==> config.mk <==
export PLATFORM = sky130hd
export DESIGN_NAME = greedy_load_rebalancer
export DESIGN_NICKNAME = d
export VERILOG_FILES = /design/src/hw/rtl/glr_pkg.sv /design/src/hw/rtl/greedy_load_rebalancer.sv /design/src/hw/rtl/glr_ram.sv /design/src/hw/rtl/glr_udiv.sv
export SDC_FILE = /design/constraint.sdc
export NUM_CORES = 2
export LEC_CHECK = 0
export BUFFER_PORTS_ARGS = -buffer_cell sky130_fd_sc_hd__clkbuf_2
export CAP_MARGIN = 40
export CORE_MARGIN = 5
export CORE_UTILIZATION = 30
export CTS_CLUSTER_SIZE = 20
export DETAILED_ROUTE_END_ITERATION = 12
export PLACE_DENSITY_LB_ADDON = 0.08
export SLEW_MARGIN = 40
export SYNTH_ARGS = -nofsm -noshare
export SYNTH_HDL_FRONTEND = slang
export SYNTH_HIERARCHICAL = 1
export SYNTH_SLANG_ARGS = --single-unit
==> constraint.sdc <==
create_clock -name clk -period 53.9 [get_ports clk]
set_input_delay 0 -clock clk [delete_from_list [all_inputs] [get_ports clk]]
set_output_delay 0 -clock clk [all_outputs]
set_load 0.02 [all_outputs]
==> src/hw/rtl/glr_pkg.sv <==
// ---------------------------------------------------------------------------
// glr_pkg
// Types, constants and helpers of the greedy load rebalancer.
// ---------------------------------------------------------------------------
package glr_pkg;

  localparam int MaxTasksDef = 16;
  localparam int MaxProcDef  = 8;

  localparam int RunTimeW = 64;
  localparam int UtilW    = 16;
  localparam int LoadW    = 20;
  localparam int ProcW    = 3;
  localparam int IdW      = 4;
  localparam int DivW     = 32;
  localparam int CfgW     = 8;
  localparam int CfgIdxW  = 2;

  localparam logic [DivW-1:0]  NsPerPctSec = 32'd10000000;
  localparam logic [LoadW-1:0] LoadMax     = '1;

  // register indexes
  typedef enum logic [CfgIdxW-1:0] {
    CFG_INTERVAL = 2'd0,
    CFG_ACTIVE   = 2'd1,
    CFG_THRESH   = 2'd2
  } cfg_idx_t;

  typedef struct packed {
    logic [RunTimeW-1:0] run_time;
    logic [ProcW-1:0]    current_processor;
    logic [IdW-1:0]      task_id;
    logic                last_task;
  } in_item_t;

  typedef struct packed {
    logic [IdW-1:0]   out_task_id;
    logic [ProcW-1:0] new_processor;
    logic             moved;
    logic             rebalanced;
    logic             last_result;
  } out_item_t;

  // saturating load arithmetic
  function automatic logic [LoadW-1:0] load_add(input logic [LoadW-1:0] a,
                                                input logic [UtilW-1:0] b);
    logic [LoadW:0] s;
    s = {1'b0, a} + {{(LoadW+1-UtilW){1'b0}}, b};
    return s[LoadW] ? LoadMax : s[LoadW-1:0];
  endfunction

  function automatic logic [LoadW-1:0] load_sub(input logic [LoadW-1:0] a,
                                                input logic [UtilW-1:0] b);
    logic [LoadW-1:0] bx;
    bx = {{(LoadW-UtilW){1'b0}}, b};
    return (a >= bx) ? (a - bx) : '0;
  endfunction

endpackage

==> src/hw/rtl/greedy_load_rebalancer.sv <==
// ---------------------------------------------------------------------------
// greedy_load_rebalancer
// Per-round task load accounting with greedy largest-first reassignment.
// ---------------------------------------------------------------------------
//  channel  ports                          transfer
//  input    start, busy, in_data           start && !busy
//  result   out_valid, out_data            out_valid, one cycle each
//  config   cfg_we, cfg_idx, cfg_wdata     cfg_we
//
//  An item passes through lookup, divider start, a 16-step serial divide
//  and update. The last item of a round then adds sum, average and deviation
//  passes, then one pass to list the results, or one pass per task to
//  reassign, each pass one scan of the task RAM read port.
//  Reset is synchronous; no clearing pass is needed. Results are not stalled.
// ---------------------------------------------------------------------------
module greedy_load_rebalancer #(
  parameter int MAX_TASKS      = glr_pkg::MaxTasksDef,
  parameter int MAX_PROCESSORS = glr_pkg::MaxProcDef
) (
  input  logic                        clk,
  input  logic                        rst_n,
  input  logic                        cfg_we,
  input  logic [glr_pkg::CfgIdxW-1:0] cfg_idx,
  input  logic [glr_pkg::CfgW-1:0]    cfg_wdata,
  input  logic                        start,
  input  glr_pkg::in_item_t           in_data,
  output logic                        busy,
  output logic                        out_valid,
  output glr_pkg::out_item_t          out_data
);
  import glr_pkg::*;

  localparam int TW   = (MAX_TASKS > 1) ? $clog2(MAX_TASKS) : 1;
  localparam int CW   = $clog2(MAX_TASKS + 1);
  localparam int PW   = (MAX_PROCESSORS > 1) ? $clog2(MAX_PROCESSORS) : 1;
  localparam int NW   = $clog2(MAX_PROCESSORS + 1);
  localparam int TotW = LoadW + PW;
  localparam int ACW  = $clog2(TotW + 1);
  localparam int UW   = UtilW + ProcW;

  typedef enum logic [10:0] {
    S_IDLE   = 11'b00000000001,
    S_LOOKUP = 11'b00000000010,
    S_DIVGO  = 11'b00000000100,
    S_DIVIDE = 11'b00000001000,
    S_UPDATE = 11'b00000010000,
    S_SUM    = 11'b00000100000,
    S_AVG    = 11'b00001000000,
    S_DEV    = 11'b00010000000,
    S_SCAN   = 11'b00100000000,
    S_PICK   = 11'b01000000000,
    S_ASSIGN = 11'b10000000000
  } state_t;

  state_t state_r;

  // configuration
  logic [7:0] ival_r;
  logic [3:0] nact_r;
  logic [6:0] thr_r;

  // current item
  in_item_t            item_r;
  logic [TW-1:0]       idx_r;
  logic [DivW-1:0]     div_r;
  logic [RunTimeW-1:0] delta_r;

  // per-task flags
  logic [MAX_TASKS-1:0] vld_r;
  logic [MAX_TASKS-1:0] prt_vld_r;
  logic [MAX_TASKS-1:0] done_r;
  logic [CW-1:0]        cnt_r;
  logic [CW-1:0]        pass_r;

  // processor loads: round accounting and assignment
  logic [LoadW-1:0] load_r [MAX_PROCESSORS];
  logic [LoadW-1:0] asg_r  [MAX_PROCESSORS];

  // balance check
  logic [NW-1:0]   j_r;
  logic [TotW-1:0] total_r;
  logic [NW-1:0]   arem_r;
  logic [ACW-1:0]  acnt_r;
  logic            imb_r;
  logic            rb_r;

  // scan pipeline and best pick
  logic [TW-1:0]    sc_r;
  logic             p_v_r;
  logic [TW-1:0]    p_idx_r;
  logic             best_v_r;
  logic [TW-1:0]    best_idx_r;
  logic [UtilW-1:0] best_util_r;
  logic [ProcW-1:0] best_proc_r;

  logic      out_valid_r;
  out_item_t out_r;

  // memories
  logic [TW-1:0]       raddr;
  logic [RunTimeW-1:0] prt_q;
  logic [UW-1:0]       uq;
  logic                prt_we;
  logic                util_we;
  logic [UtilW-1:0]    util_q;
  logic [ProcW-1:0]    proc_q;

  // divider
  logic             ud_go;
  logic             ud_done;
  logic [UtilW-1:0] ud_q;

  // misc
  logic [NW-1:0]    nproc;
  logic [7:0]       ival_eff;
  logic             id_ok;
  logic             oldp_ok;
  logic             curp_ok;
  logic [TW-1:0]    last_idx;
  logic [PW-1:0]    pmin;
  logic [NW:0]      atrial;
  logic             age;
  logic [NW-1:0]    arem_nxt;
  logic [TotW-1:0]  ld_ext;
  logic [TotW-1:0]  dev;
  logic             imb_now;
  logic             last_asg;

  assign busy      = (state_r != S_IDLE);
  assign out_valid = out_valid_r;
  assign out_data  = out_r;

  assign raddr   = (state_r == S_IDLE) ? TW'(in_data.task_id) : sc_r;
  assign prt_we  = (state_r == S_LOOKUP);
  assign util_we = (state_r == S_UPDATE);
  assign ud_go   = (state_r == S_DIVGO);
  assign util_q  = uq[UW-1:ProcW];
  assign proc_q  = uq[ProcW-1:0];

  glr_ram #(.WIDTH(RunTimeW), .DEPTH(MAX_TASKS)) u_prt_ram (
    .clk   (clk),
    .we    (prt_we),
    .waddr (idx_r),
    .wdata (item_r.run_time),
    .raddr (raddr),
    .rdata (prt_q)
  );

  glr_ram #(.WIDTH(UW), .DEPTH(MAX_TASKS)) u_util_ram (
    .clk   (clk),
    .we    (util_we),
    .waddr (idx_r),
    .wdata ({ud_q, item_r.current_processor}),
    .raddr (raddr),
    .rdata (uq)
  );

  glr_udiv u_udiv (
    .clk      (clk),
    .rst_n    (rst_n),
    .go       (ud_go),
    .dividend (delta_r),
    .divisor  (div_r),
    .done     (ud_done),
    .quotient (ud_q)
  );

  // clamps and range checks
  always_comb begin
    ival_eff = (ival_r == 8'd0) ? 8'd1 : ival_r;
    if (nact_r == 4'd0) begin
      nproc = NW'(1);
    end else if (int'(nact_r) > MAX_PROCESSORS) begin
      nproc = NW'(MAX_PROCESSORS);
    end else begin
      nproc = NW'(nact_r);
    end
    id_ok   = int'(in_data.task_id) < MAX_TASKS;
    oldp_ok = int'(proc_q) < MAX_PROCESSORS;
    curp_ok = int'(item_r.current_processor) < MAX_PROCESSORS;
  end

  // highest valid task marks the final listed result
  always_comb begin
    last_idx = '0;
    for (int i = 0; i < MAX_TASKS; i++) begin
      if (vld_r[i]) last_idx = TW'(i);
    end
  end

  // least-loaded active processor, lowest index on ties
  always_comb begin
    pmin = '0;
    for (int j = 1; j < MAX_PROCESSORS; j++) begin
      if (NW'(j) < nproc && asg_r[j] < asg_r[pmin]) pmin = PW'(j);
    end
  end

  // average: one restoring step per cycle
  always_comb begin
    atrial   = {arem_r, total_r[TotW-1]};
    age      = atrial >= {1'b0, nproc};
    arem_nxt = age ? NW'(atrial - {1'b0, nproc}) : atrial[NW-1:0];
  end

  // deviation of one processor from the average
  always_comb begin
    ld_ext  = TotW'(load_r[j_r[PW-1:0]]);
    dev     = (ld_ext > total_r) ? (ld_ext - total_r) : (total_r - ld_ext);
    imb_now = imb_r | (dev > TotW'(thr_r));
    last_asg = (pass_r + 1'b1) == cnt_r;
  end

  always_ff @(posedge clk) begin
    if (!rst_n) begin
      state_r     <= S_IDLE;
      ival_r      <= 8'd1;
      nact_r      <= 4'd8;
      thr_r       <= 7'd5;
      vld_r       <= '0;
      prt_vld_r   <= '0;
      done_r      <= '0;
      cnt_r       <= '0;
      load_r      <= '{default: '0};
      out_valid_r <= 1'b0;
      p_v_r       <= 1'b0;
      best_v_r    <= 1'b0;
      imb_r       <= 1'b0;
      rb_r        <= 1'b0;
    end else begin
      out_valid_r <= 1'b0;
      p_v_r       <= 1'b0;

      // register writes
      if (cfg_we) begin
        case (cfg_idx_t'(cfg_idx))
          CFG_INTERVAL: ival_r <= cfg_wdata;
          CFG_ACTIVE:   nact_r <= cfg_wdata[3:0];
          CFG_THRESH:   thr_r  <= cfg_wdata[6:0];
          default:      ;
        endcase
      end

      // scan data returns from the task RAM
      if (p_v_r) begin
        if (rb_r) begin
          if (!best_v_r || util_q > best_util_r) begin
            best_v_r    <= 1'b1;
            best_idx_r  <= p_idx_r;
            best_util_r <= util_q;
            best_proc_r <= proc_q;
          end
        end else begin
          out_valid_r <= 1'b1;
          out_r       <= '{out_task_id:   IdW'(p_idx_r),
                           new_processor: proc_q,
                           moved:         1'b0,
                           rebalanced:    1'b0,
                           last_result:   p_idx_r == last_idx};
        end
      end

      case (state_r)
        S_IDLE: begin
          if (start) begin
            item_r <= in_data;
            idx_r  <= TW'(in_data.task_id);
            div_r  <= {{(DivW-8){1'b0}}, ival_eff} * NsPerPctSec;
            if (id_ok) begin
              state_r <= S_LOOKUP;
            end else if (in_data.last_task) begin
              j_r     <= '0;
              total_r <= '0;
              state_r <= S_SUM;
            end
          end
        end
        // delta since last round; back out the earlier entry of this round
        S_LOOKUP: begin
          delta_r          <= item_r.run_time - (prt_vld_r[idx_r] ? prt_q : '0);
          prt_vld_r[idx_r] <= 1'b1;
          if (vld_r[idx_r] && oldp_ok) begin
            load_r[PW'(proc_q)] <= load_sub(load_r[PW'(proc_q)], util_q);
          end
          state_r <= S_DIVGO;
        end
        S_DIVGO: begin
          state_r <= S_DIVIDE;
        end
        S_DIVIDE: begin
          if (ud_done) state_r <= S_UPDATE;
        end
        S_UPDATE: begin
          if (curp_ok) begin
            load_r[PW'(item_r.current_processor)] <=
              load_add(load_r[PW'(item_r.current_processor)], ud_q);
          end
          vld_r[idx_r] <= 1'b1;
          if (!vld_r[idx_r]) cnt_r <= cnt_r + 1'b1;
          if (item_r.last_task) begin
            j_r     <= '0;
            total_r <= '0;
            state_r <= S_SUM;
          end else begin
            state_r <= S_IDLE;
          end
        end
        // total of active loads
        S_SUM: begin
          total_r <= total_r + TotW'(load_r[j_r[PW-1:0]]);
          if (j_r == nproc - 1'b1) begin
            arem_r  <= '0;
            acnt_r  <= '0;
            state_r <= S_AVG;
          end else begin
            j_r <= j_r + 1'b1;
          end
        end
        // total_r shifts into the quotient
        S_AVG: begin
          arem_r  <= arem_nxt;
          total_r <= {total_r[TotW-2:0], age};
          acnt_r  <= acnt_r + 1'b1;
          if (acnt_r == ACW'(TotW - 1)) begin
            j_r     <= '0;
            imb_r   <= 1'b0;
            state_r <= S_DEV;
          end
        end
        S_DEV: begin
          imb_r <= imb_now;
          if (j_r == nproc - 1'b1) begin
            if (cnt_r == '0) begin
              vld_r   <= '0;
              load_r  <= '{default: '0};
              state_r <= S_IDLE;
            end else begin
              rb_r     <= imb_now;
              sc_r     <= '0;
              best_v_r <= 1'b0;
              pass_r   <= '0;
              done_r   <= '0;
              asg_r    <= '{default: '0};
              state_r  <= S_SCAN;
            end
          end else begin
            j_r <= j_r + 1'b1;
          end
        end
        // one read per cycle through the task RAM
        S_SCAN: begin
          p_v_r   <= vld_r[sc_r] && (!rb_r || !done_r[sc_r]);
          p_idx_r <= sc_r;
          if (sc_r == TW'(MAX_TASKS - 1)) begin
            state_r <= S_PICK;
          end else begin
            sc_r <= sc_r + 1'b1;
          end
        end
        S_PICK: begin
          if (rb_r) begin
            state_r <= S_ASSIGN;
          end else begin
            vld_r   <= '0;
            load_r  <= '{default: '0};
            cnt_r   <= '0;
            state_r <= S_IDLE;
          end
        end
        // place the largest remaining task
        S_ASSIGN: begin
          asg_r[pmin]        <= load_add(asg_r[pmin], best_util_r);
          done_r[best_idx_r] <= 1'b1;
          pass_r             <= pass_r + 1'b1;
          out_valid_r        <= 1'b1;
          out_r              <= '{out_task_id:   IdW'(best_idx_r),
                                  new_processor: ProcW'(pmin),
                                  moved:         ProcW'(pmin) != best_proc_r,
                                  rebalanced:    1'b1,
                                  last_result:   last_asg};
          if (last_asg) begin
            vld_r   <= '0;
            load_r  <= '{default: '0};
            cnt_r   <= '0;
            state_r <= S_IDLE;
          end else begin
            sc_r     <= '0;
            best_v_r <= 1'b0;
            state_r  <= S_SCAN;
          end
        end
        default: state_r <= S_IDLE;
      endcase
    end
  end

endmodule

==> src/hw/rtl/glr_ram.sv <==
// ---------------------------------------------------------------------------
// glr_ram
// Generic single-write, single-read RAM with registered read data.
// ---------------------------------------------------------------------------
module glr_ram #(
  parameter int WIDTH = 8,
  parameter int DEPTH = 16,
  localparam int AW   = (DEPTH > 1) ? $clog2(DEPTH) : 1
) (
  input  logic             clk,
  input  logic             we,
  input  logic [AW-1:0]    waddr,
  input  logic [WIDTH-1:0] wdata,
  input  logic [AW-1:0]    raddr,
  output logic [WIDTH-1:0] rdata
);

  logic [WIDTH-1:0] mem [DEPTH];

  always_ff @(posedge clk) begin
    if (we) begin
      mem[waddr] <= wdata;
    end
    rdata <= mem[raddr];
  end

endmodule

==> src/hw/rtl/glr_udiv.sv <==
// ---------------------------------------------------------------------------
// glr_udiv
// Bit-serial utilization divider: 64-bit delta over 32-bit divisor,
// quotient saturated to 16 bits, one quotient bit per cycle.
// ---------------------------------------------------------------------------
module glr_udiv (
  input  logic                         clk,
  input  logic                         rst_n,
  input  logic                         go,
  input  logic [glr_pkg::RunTimeW-1:0] dividend,
  input  logic [glr_pkg::DivW-1:0]     divisor,
  output logic                         done,
  output logic [glr_pkg::UtilW-1:0]    quotient
);
  import glr_pkg::*;

  localparam int CntW = $clog2(UtilW);

  logic            run_r;
  logic            done_r;
  logic [CntW-1:0] cnt_r;
  logic [DivW-1:0] rem_r;
  logic [UtilW-1:0] lo_r;
  logic [UtilW-1:0] q_r;
  logic            sat_r;

  logic [DivW:0]   trial;
  logic            ge;
  logic [DivW-1:0] rem_nxt;

  // one restoring step
  always_comb begin
    trial   = {rem_r, lo_r[UtilW-1]};
    ge      = trial >= {1'b0, divisor};
    rem_nxt = ge ? DivW'(trial - {1'b0, divisor}) : trial[DivW-1:0];
  end

  always_ff @(posedge clk) begin
    if (!rst_n) begin
      run_r  <= 1'b0;
      done_r <= 1'b0;
    end else begin
      done_r <= 1'b0;
      if (go) begin
        // quotient overflows 16 bits when delta >> 16 reaches the divisor
        sat_r <= dividend[RunTimeW-1:UtilW] >= {{(RunTimeW-UtilW-DivW){1'b0}}, divisor};
        rem_r <= dividend[UtilW+DivW-1:UtilW];
        lo_r  <= dividend[UtilW-1:0];
        cnt_r <= '0;
        run_r <= 1'b1;
      end else if (run_r) begin
        rem_r <= rem_nxt;
        lo_r  <= {lo_r[UtilW-2:0], 1'b0};
        q_r   <= {q_r[UtilW-2:0], ge};
        cnt_r <= cnt_r + 1'b1;
        if (cnt_r == CntW'(UtilW - 1)) begin
          run_r  <= 1'b0;
          done_r <= 1'b1;
        end
      end
    end
  end

  assign done     = done_r;
  assign quotient = sat_r ? '1 : q_r;

endmodule

==> impl_metrics.toml <==
[clock_tree]
insertion_delay_ns = 0.89
clk_pin_slew_ns = 0.06
cts_tree = "yes"
cts.sinks = 2133
cts_buffer_depth = 4
cts_resized = 0
cts_setup_buffers = 0
hold_buffers = 171
root_buffer = "clkbuf_16"
cts-buffers-inserted = 263
htree_levels = 5

[worst_setup_path]
reg2reg_depth = 107
crit_start = "nact_r[3]$_SDFFE_PN1P_"
slowest_delay_ns = 0.66
cp.arrival_ns = 28.40
crit_top_cell = "a21oi_1"
end_kind = "flip-flop"
cp_data_required_time_ns = 54.56
timing.rr.end = "asg_r[42]$_SDFFCE_PN0P_"
regToRegSetupSlack_ns = 26.16
setup.worst_path.end = "asg_r[42]$_SDFFCE_PN0P_"
crit_path_top_delay_cell = "a21oi_4"
crit_fanout = 52
setup.worst_path.class = "reg2reg"
r2r_start = "nact_r[3]$_SDFFE_PN1P_"
cp-start-kind = "flip-flop"

[grt]
grt_max_degree = 106
grt_usage_pct = 20.2
grt_pass1_wl_um = 549000
antenna_found_initial = 12
grt_pass1_vias = 74100
overflow = 0

[cells_and_area]
area_delta_synth_final_pct = 16.1
layout.nets = 9187
multi_input_area_um2 = 43700
regArea_um2 = 60700
final_area_um2 = 124000
fill_cells = 34700
drive_gt1_share_pct = 15.4
instances_no_fill = 13600

[timing]
timing.fmax_mhz = 36.0
slew-limit-headroom_pct = 39.0
rsz0062_at_grt = "false"
tns_ns = 0
worst_pin_slew_ns = 0.915
post-route-min-period_ns = 27.74
final-hold-violation-count = 0
setup_viol = 0
fin_crit_sh_pct = 51.5
skew_ns = 0.0433
drv_slew = 0

[die]
core_area_um2 = 355000
die-width_um = 607
die_y_um = 607
rows = 219
die_area_um2 = 368000
io_pins = 98
start_util_pct = 30.1

[flow_run]
maxCapViolCount = 0

[route]
via_count = 73600
dr.pass1.iters = 6
drt_wl_total_um = 383000
drtAntennaViolNets = 0
drcViolationCount = 0
drt_iter0_drc = 6425
viasPerCell = 5.43
post_drt_wl_per_cell_um = 28.2

[power_and_ir_drop]
combPwrFrac_pct = 13.5
swShare_pct = 27.2
p_leak_nw = 44.4
intPower_mw = 3.00
power_mw = 4.12
p_switching_mw = 1.12
power_density_nw_per_um2 = 33.2
sequentialPowerShare_pct = 44.5
peakVddDrop_mv = 0.0201
clkPwrFrac_pct = 42.0

[logic_synthesis]
synthArstFlopShare_pct = 0
avgSynthCellArea_um2 = 12.8
synth-edff-count = 1800
netlist.area_leader.share_pct = 50.6
synth_cell_type_count = 106
synthCells = 8335
ys_seq_area_share_pct = 56.8
ys_seq_elements = 2133
yosysTopAreaCell = "edfxtp_1"
synth_ff_type = "edfxtp_1"
yosysMostFrequentCell = "edfxtp_1"
yosysWarnings = 6
syn_area_um2 = 107000
synth_common_cells = "edfxtp_1, nor2_1, a21oi_1"
synth_area_leaders = "edfxtp_1, mux4_2, dfxtp_1, ha_1, a21oi_1"

[placed_design]
placement.io_buffers = 97
dp_hpwl_um = 244000
placed_cells = 12900
place_area_um2 = 114000
gp_congestion = 0.896

[worst_hold_path]
min_path_type = "in2reg"
whs_path_depth = 3

[status]
status = "finished clean"
==> routing by layer <==
layer / global-route usage (%) / up-vias / wire length, µm
li1: - / 32900 / -
met1: 27.6 / 37900 / 170000
met2: 34.0 / 2265 / 183000
met3: 2.60 / 536 / 19400
met4: 5.39 / 0 / 10600
met5: 0 / - / 0
==> layout by cell type, fill, tap and decap left out, types with 171 or more instances in the layout <==
master | Yosys | final
a22oi_1 | 316 | 316
dlygate4sd3_1 | 0 | 171
nand2_1 | 614 | 614
inv_1 | 303 | 303
nor2_1 | 682 | 640
ha_1 | 475 | 475
clkbuf_16 | 0 | 268
edfxtp_1 | 1800 | 1800
o21ai_0 | 231 | 231
mux4_2 | 392 | 391
dfxtp_1 | 333 | 330
a21oi_1 | 617 | 604
==> critical path: cells and delay by family, from the launching register on <==
| kind | cells | cell delay (ns) |
|---|---|---|
| DFF | 1 | 0.29 |
| adders and majority gates | 9 | 2.59 |
| buffers and inverters | 10 | 2.71 |
| AOI/OAI and AO/OA | 67 | 16.52 |
| and+or+nand+nor | 21 | 5.23 |
==> cell families after synthesis <==
| kind of cell | synth area share [%] |
|---|---|
| buffers and inverters | 3.03 |
| AND/OR/NAND/NOR | 8.35 |
| multiplexers | 9.65 |
| other | 0.00351 |
| XOR/XNOR | 1.66 |
| flip-flops | 56.8 |
| adder cells (fa/ha/maj) | 6.10 |
| AO/OA/AOI/OAI | 14.4 |
==> registers in the layout (all words and copies together) (netlist names), 7 cells and up, named ones only <==
name	count
ival_r	8
done_r	16
total_r	23
thr_r	7
u_prt_ram/rdata	64
div_r	25
u_util_ram/mem	304
delta_r	64
state_r	11
u_udiv/lo_r	16
vld_r	16
u_udiv/rem_r	32
u_util_ram/rdata	19
u_udiv/q_r	16
item_r	68
u_prt_ram/mem	1024
best_util_r	16
prt_vld_r	16
asg_r	160
out_data	10
==> worst min-delay path by stage <==
stage	from	to	slack, ns
final	start	state_r[0]$_SDFFE_PN1P_	0.17
after global routing	start	state_r[0]$_SDFFE_PN1P_	0.19
after CTS	start	state_r[0]$_SDFFE_PN1P_	0.13
after detailed placement	in_data[14]	item_r[14]$_DFFE_PP_	0.18
after global placement	in_data[47]	item_r[47]$_DFFE_PP_	0.18
after floorplan	in_data[1]	idx_r[0]$_DFFE_PP_	0.1
==> power groups by stage <==
| stage | logic (mW) | clock network (mW) | registers (mW) |
|---|---|---|---|
| final | 0.555 | 1.73 | 1.83 |
| after global routing | 0.594 | 1.85 | 1.84 |
| after CTS | 0.556 | 1.79 | 1.83 |
| after detailed placement | 0.544 | 0 | 1.87 |
| after global placement | 0.539 | 0 | 1.87 |
| after floorplan | 0.341 | 0 | 1.85 |
==> metrics by stage <==
step / utilization [%] / worst slack (ns) / hold slack (ns)
3_5_place_dp: 32.0 / 26.53 / 0.179
3_3_place_gp: 31.9 / 26.20 / 0.176
4_1_cts: 34.8 / 26.42 / 0.133
6_report: 34.9 / 26.16 / 0.173
2_1_floorplan: - / 31.50 / 0.0989
5_1_grt: 34.9 / 24.45 / 0.194
==> layout make-up <==
class	instances	area share, %
clock buffer	359	5.83
timing repair buffer	483	3.38
antenna	2	0.00404
tap	4751	4.79
clock inverter	121	0.868
multi-input combinational	5409	35.2
sequential	2133	49.0
inverter	307	0.931
No activity file was read; power rests on OpenSTA's default activity.
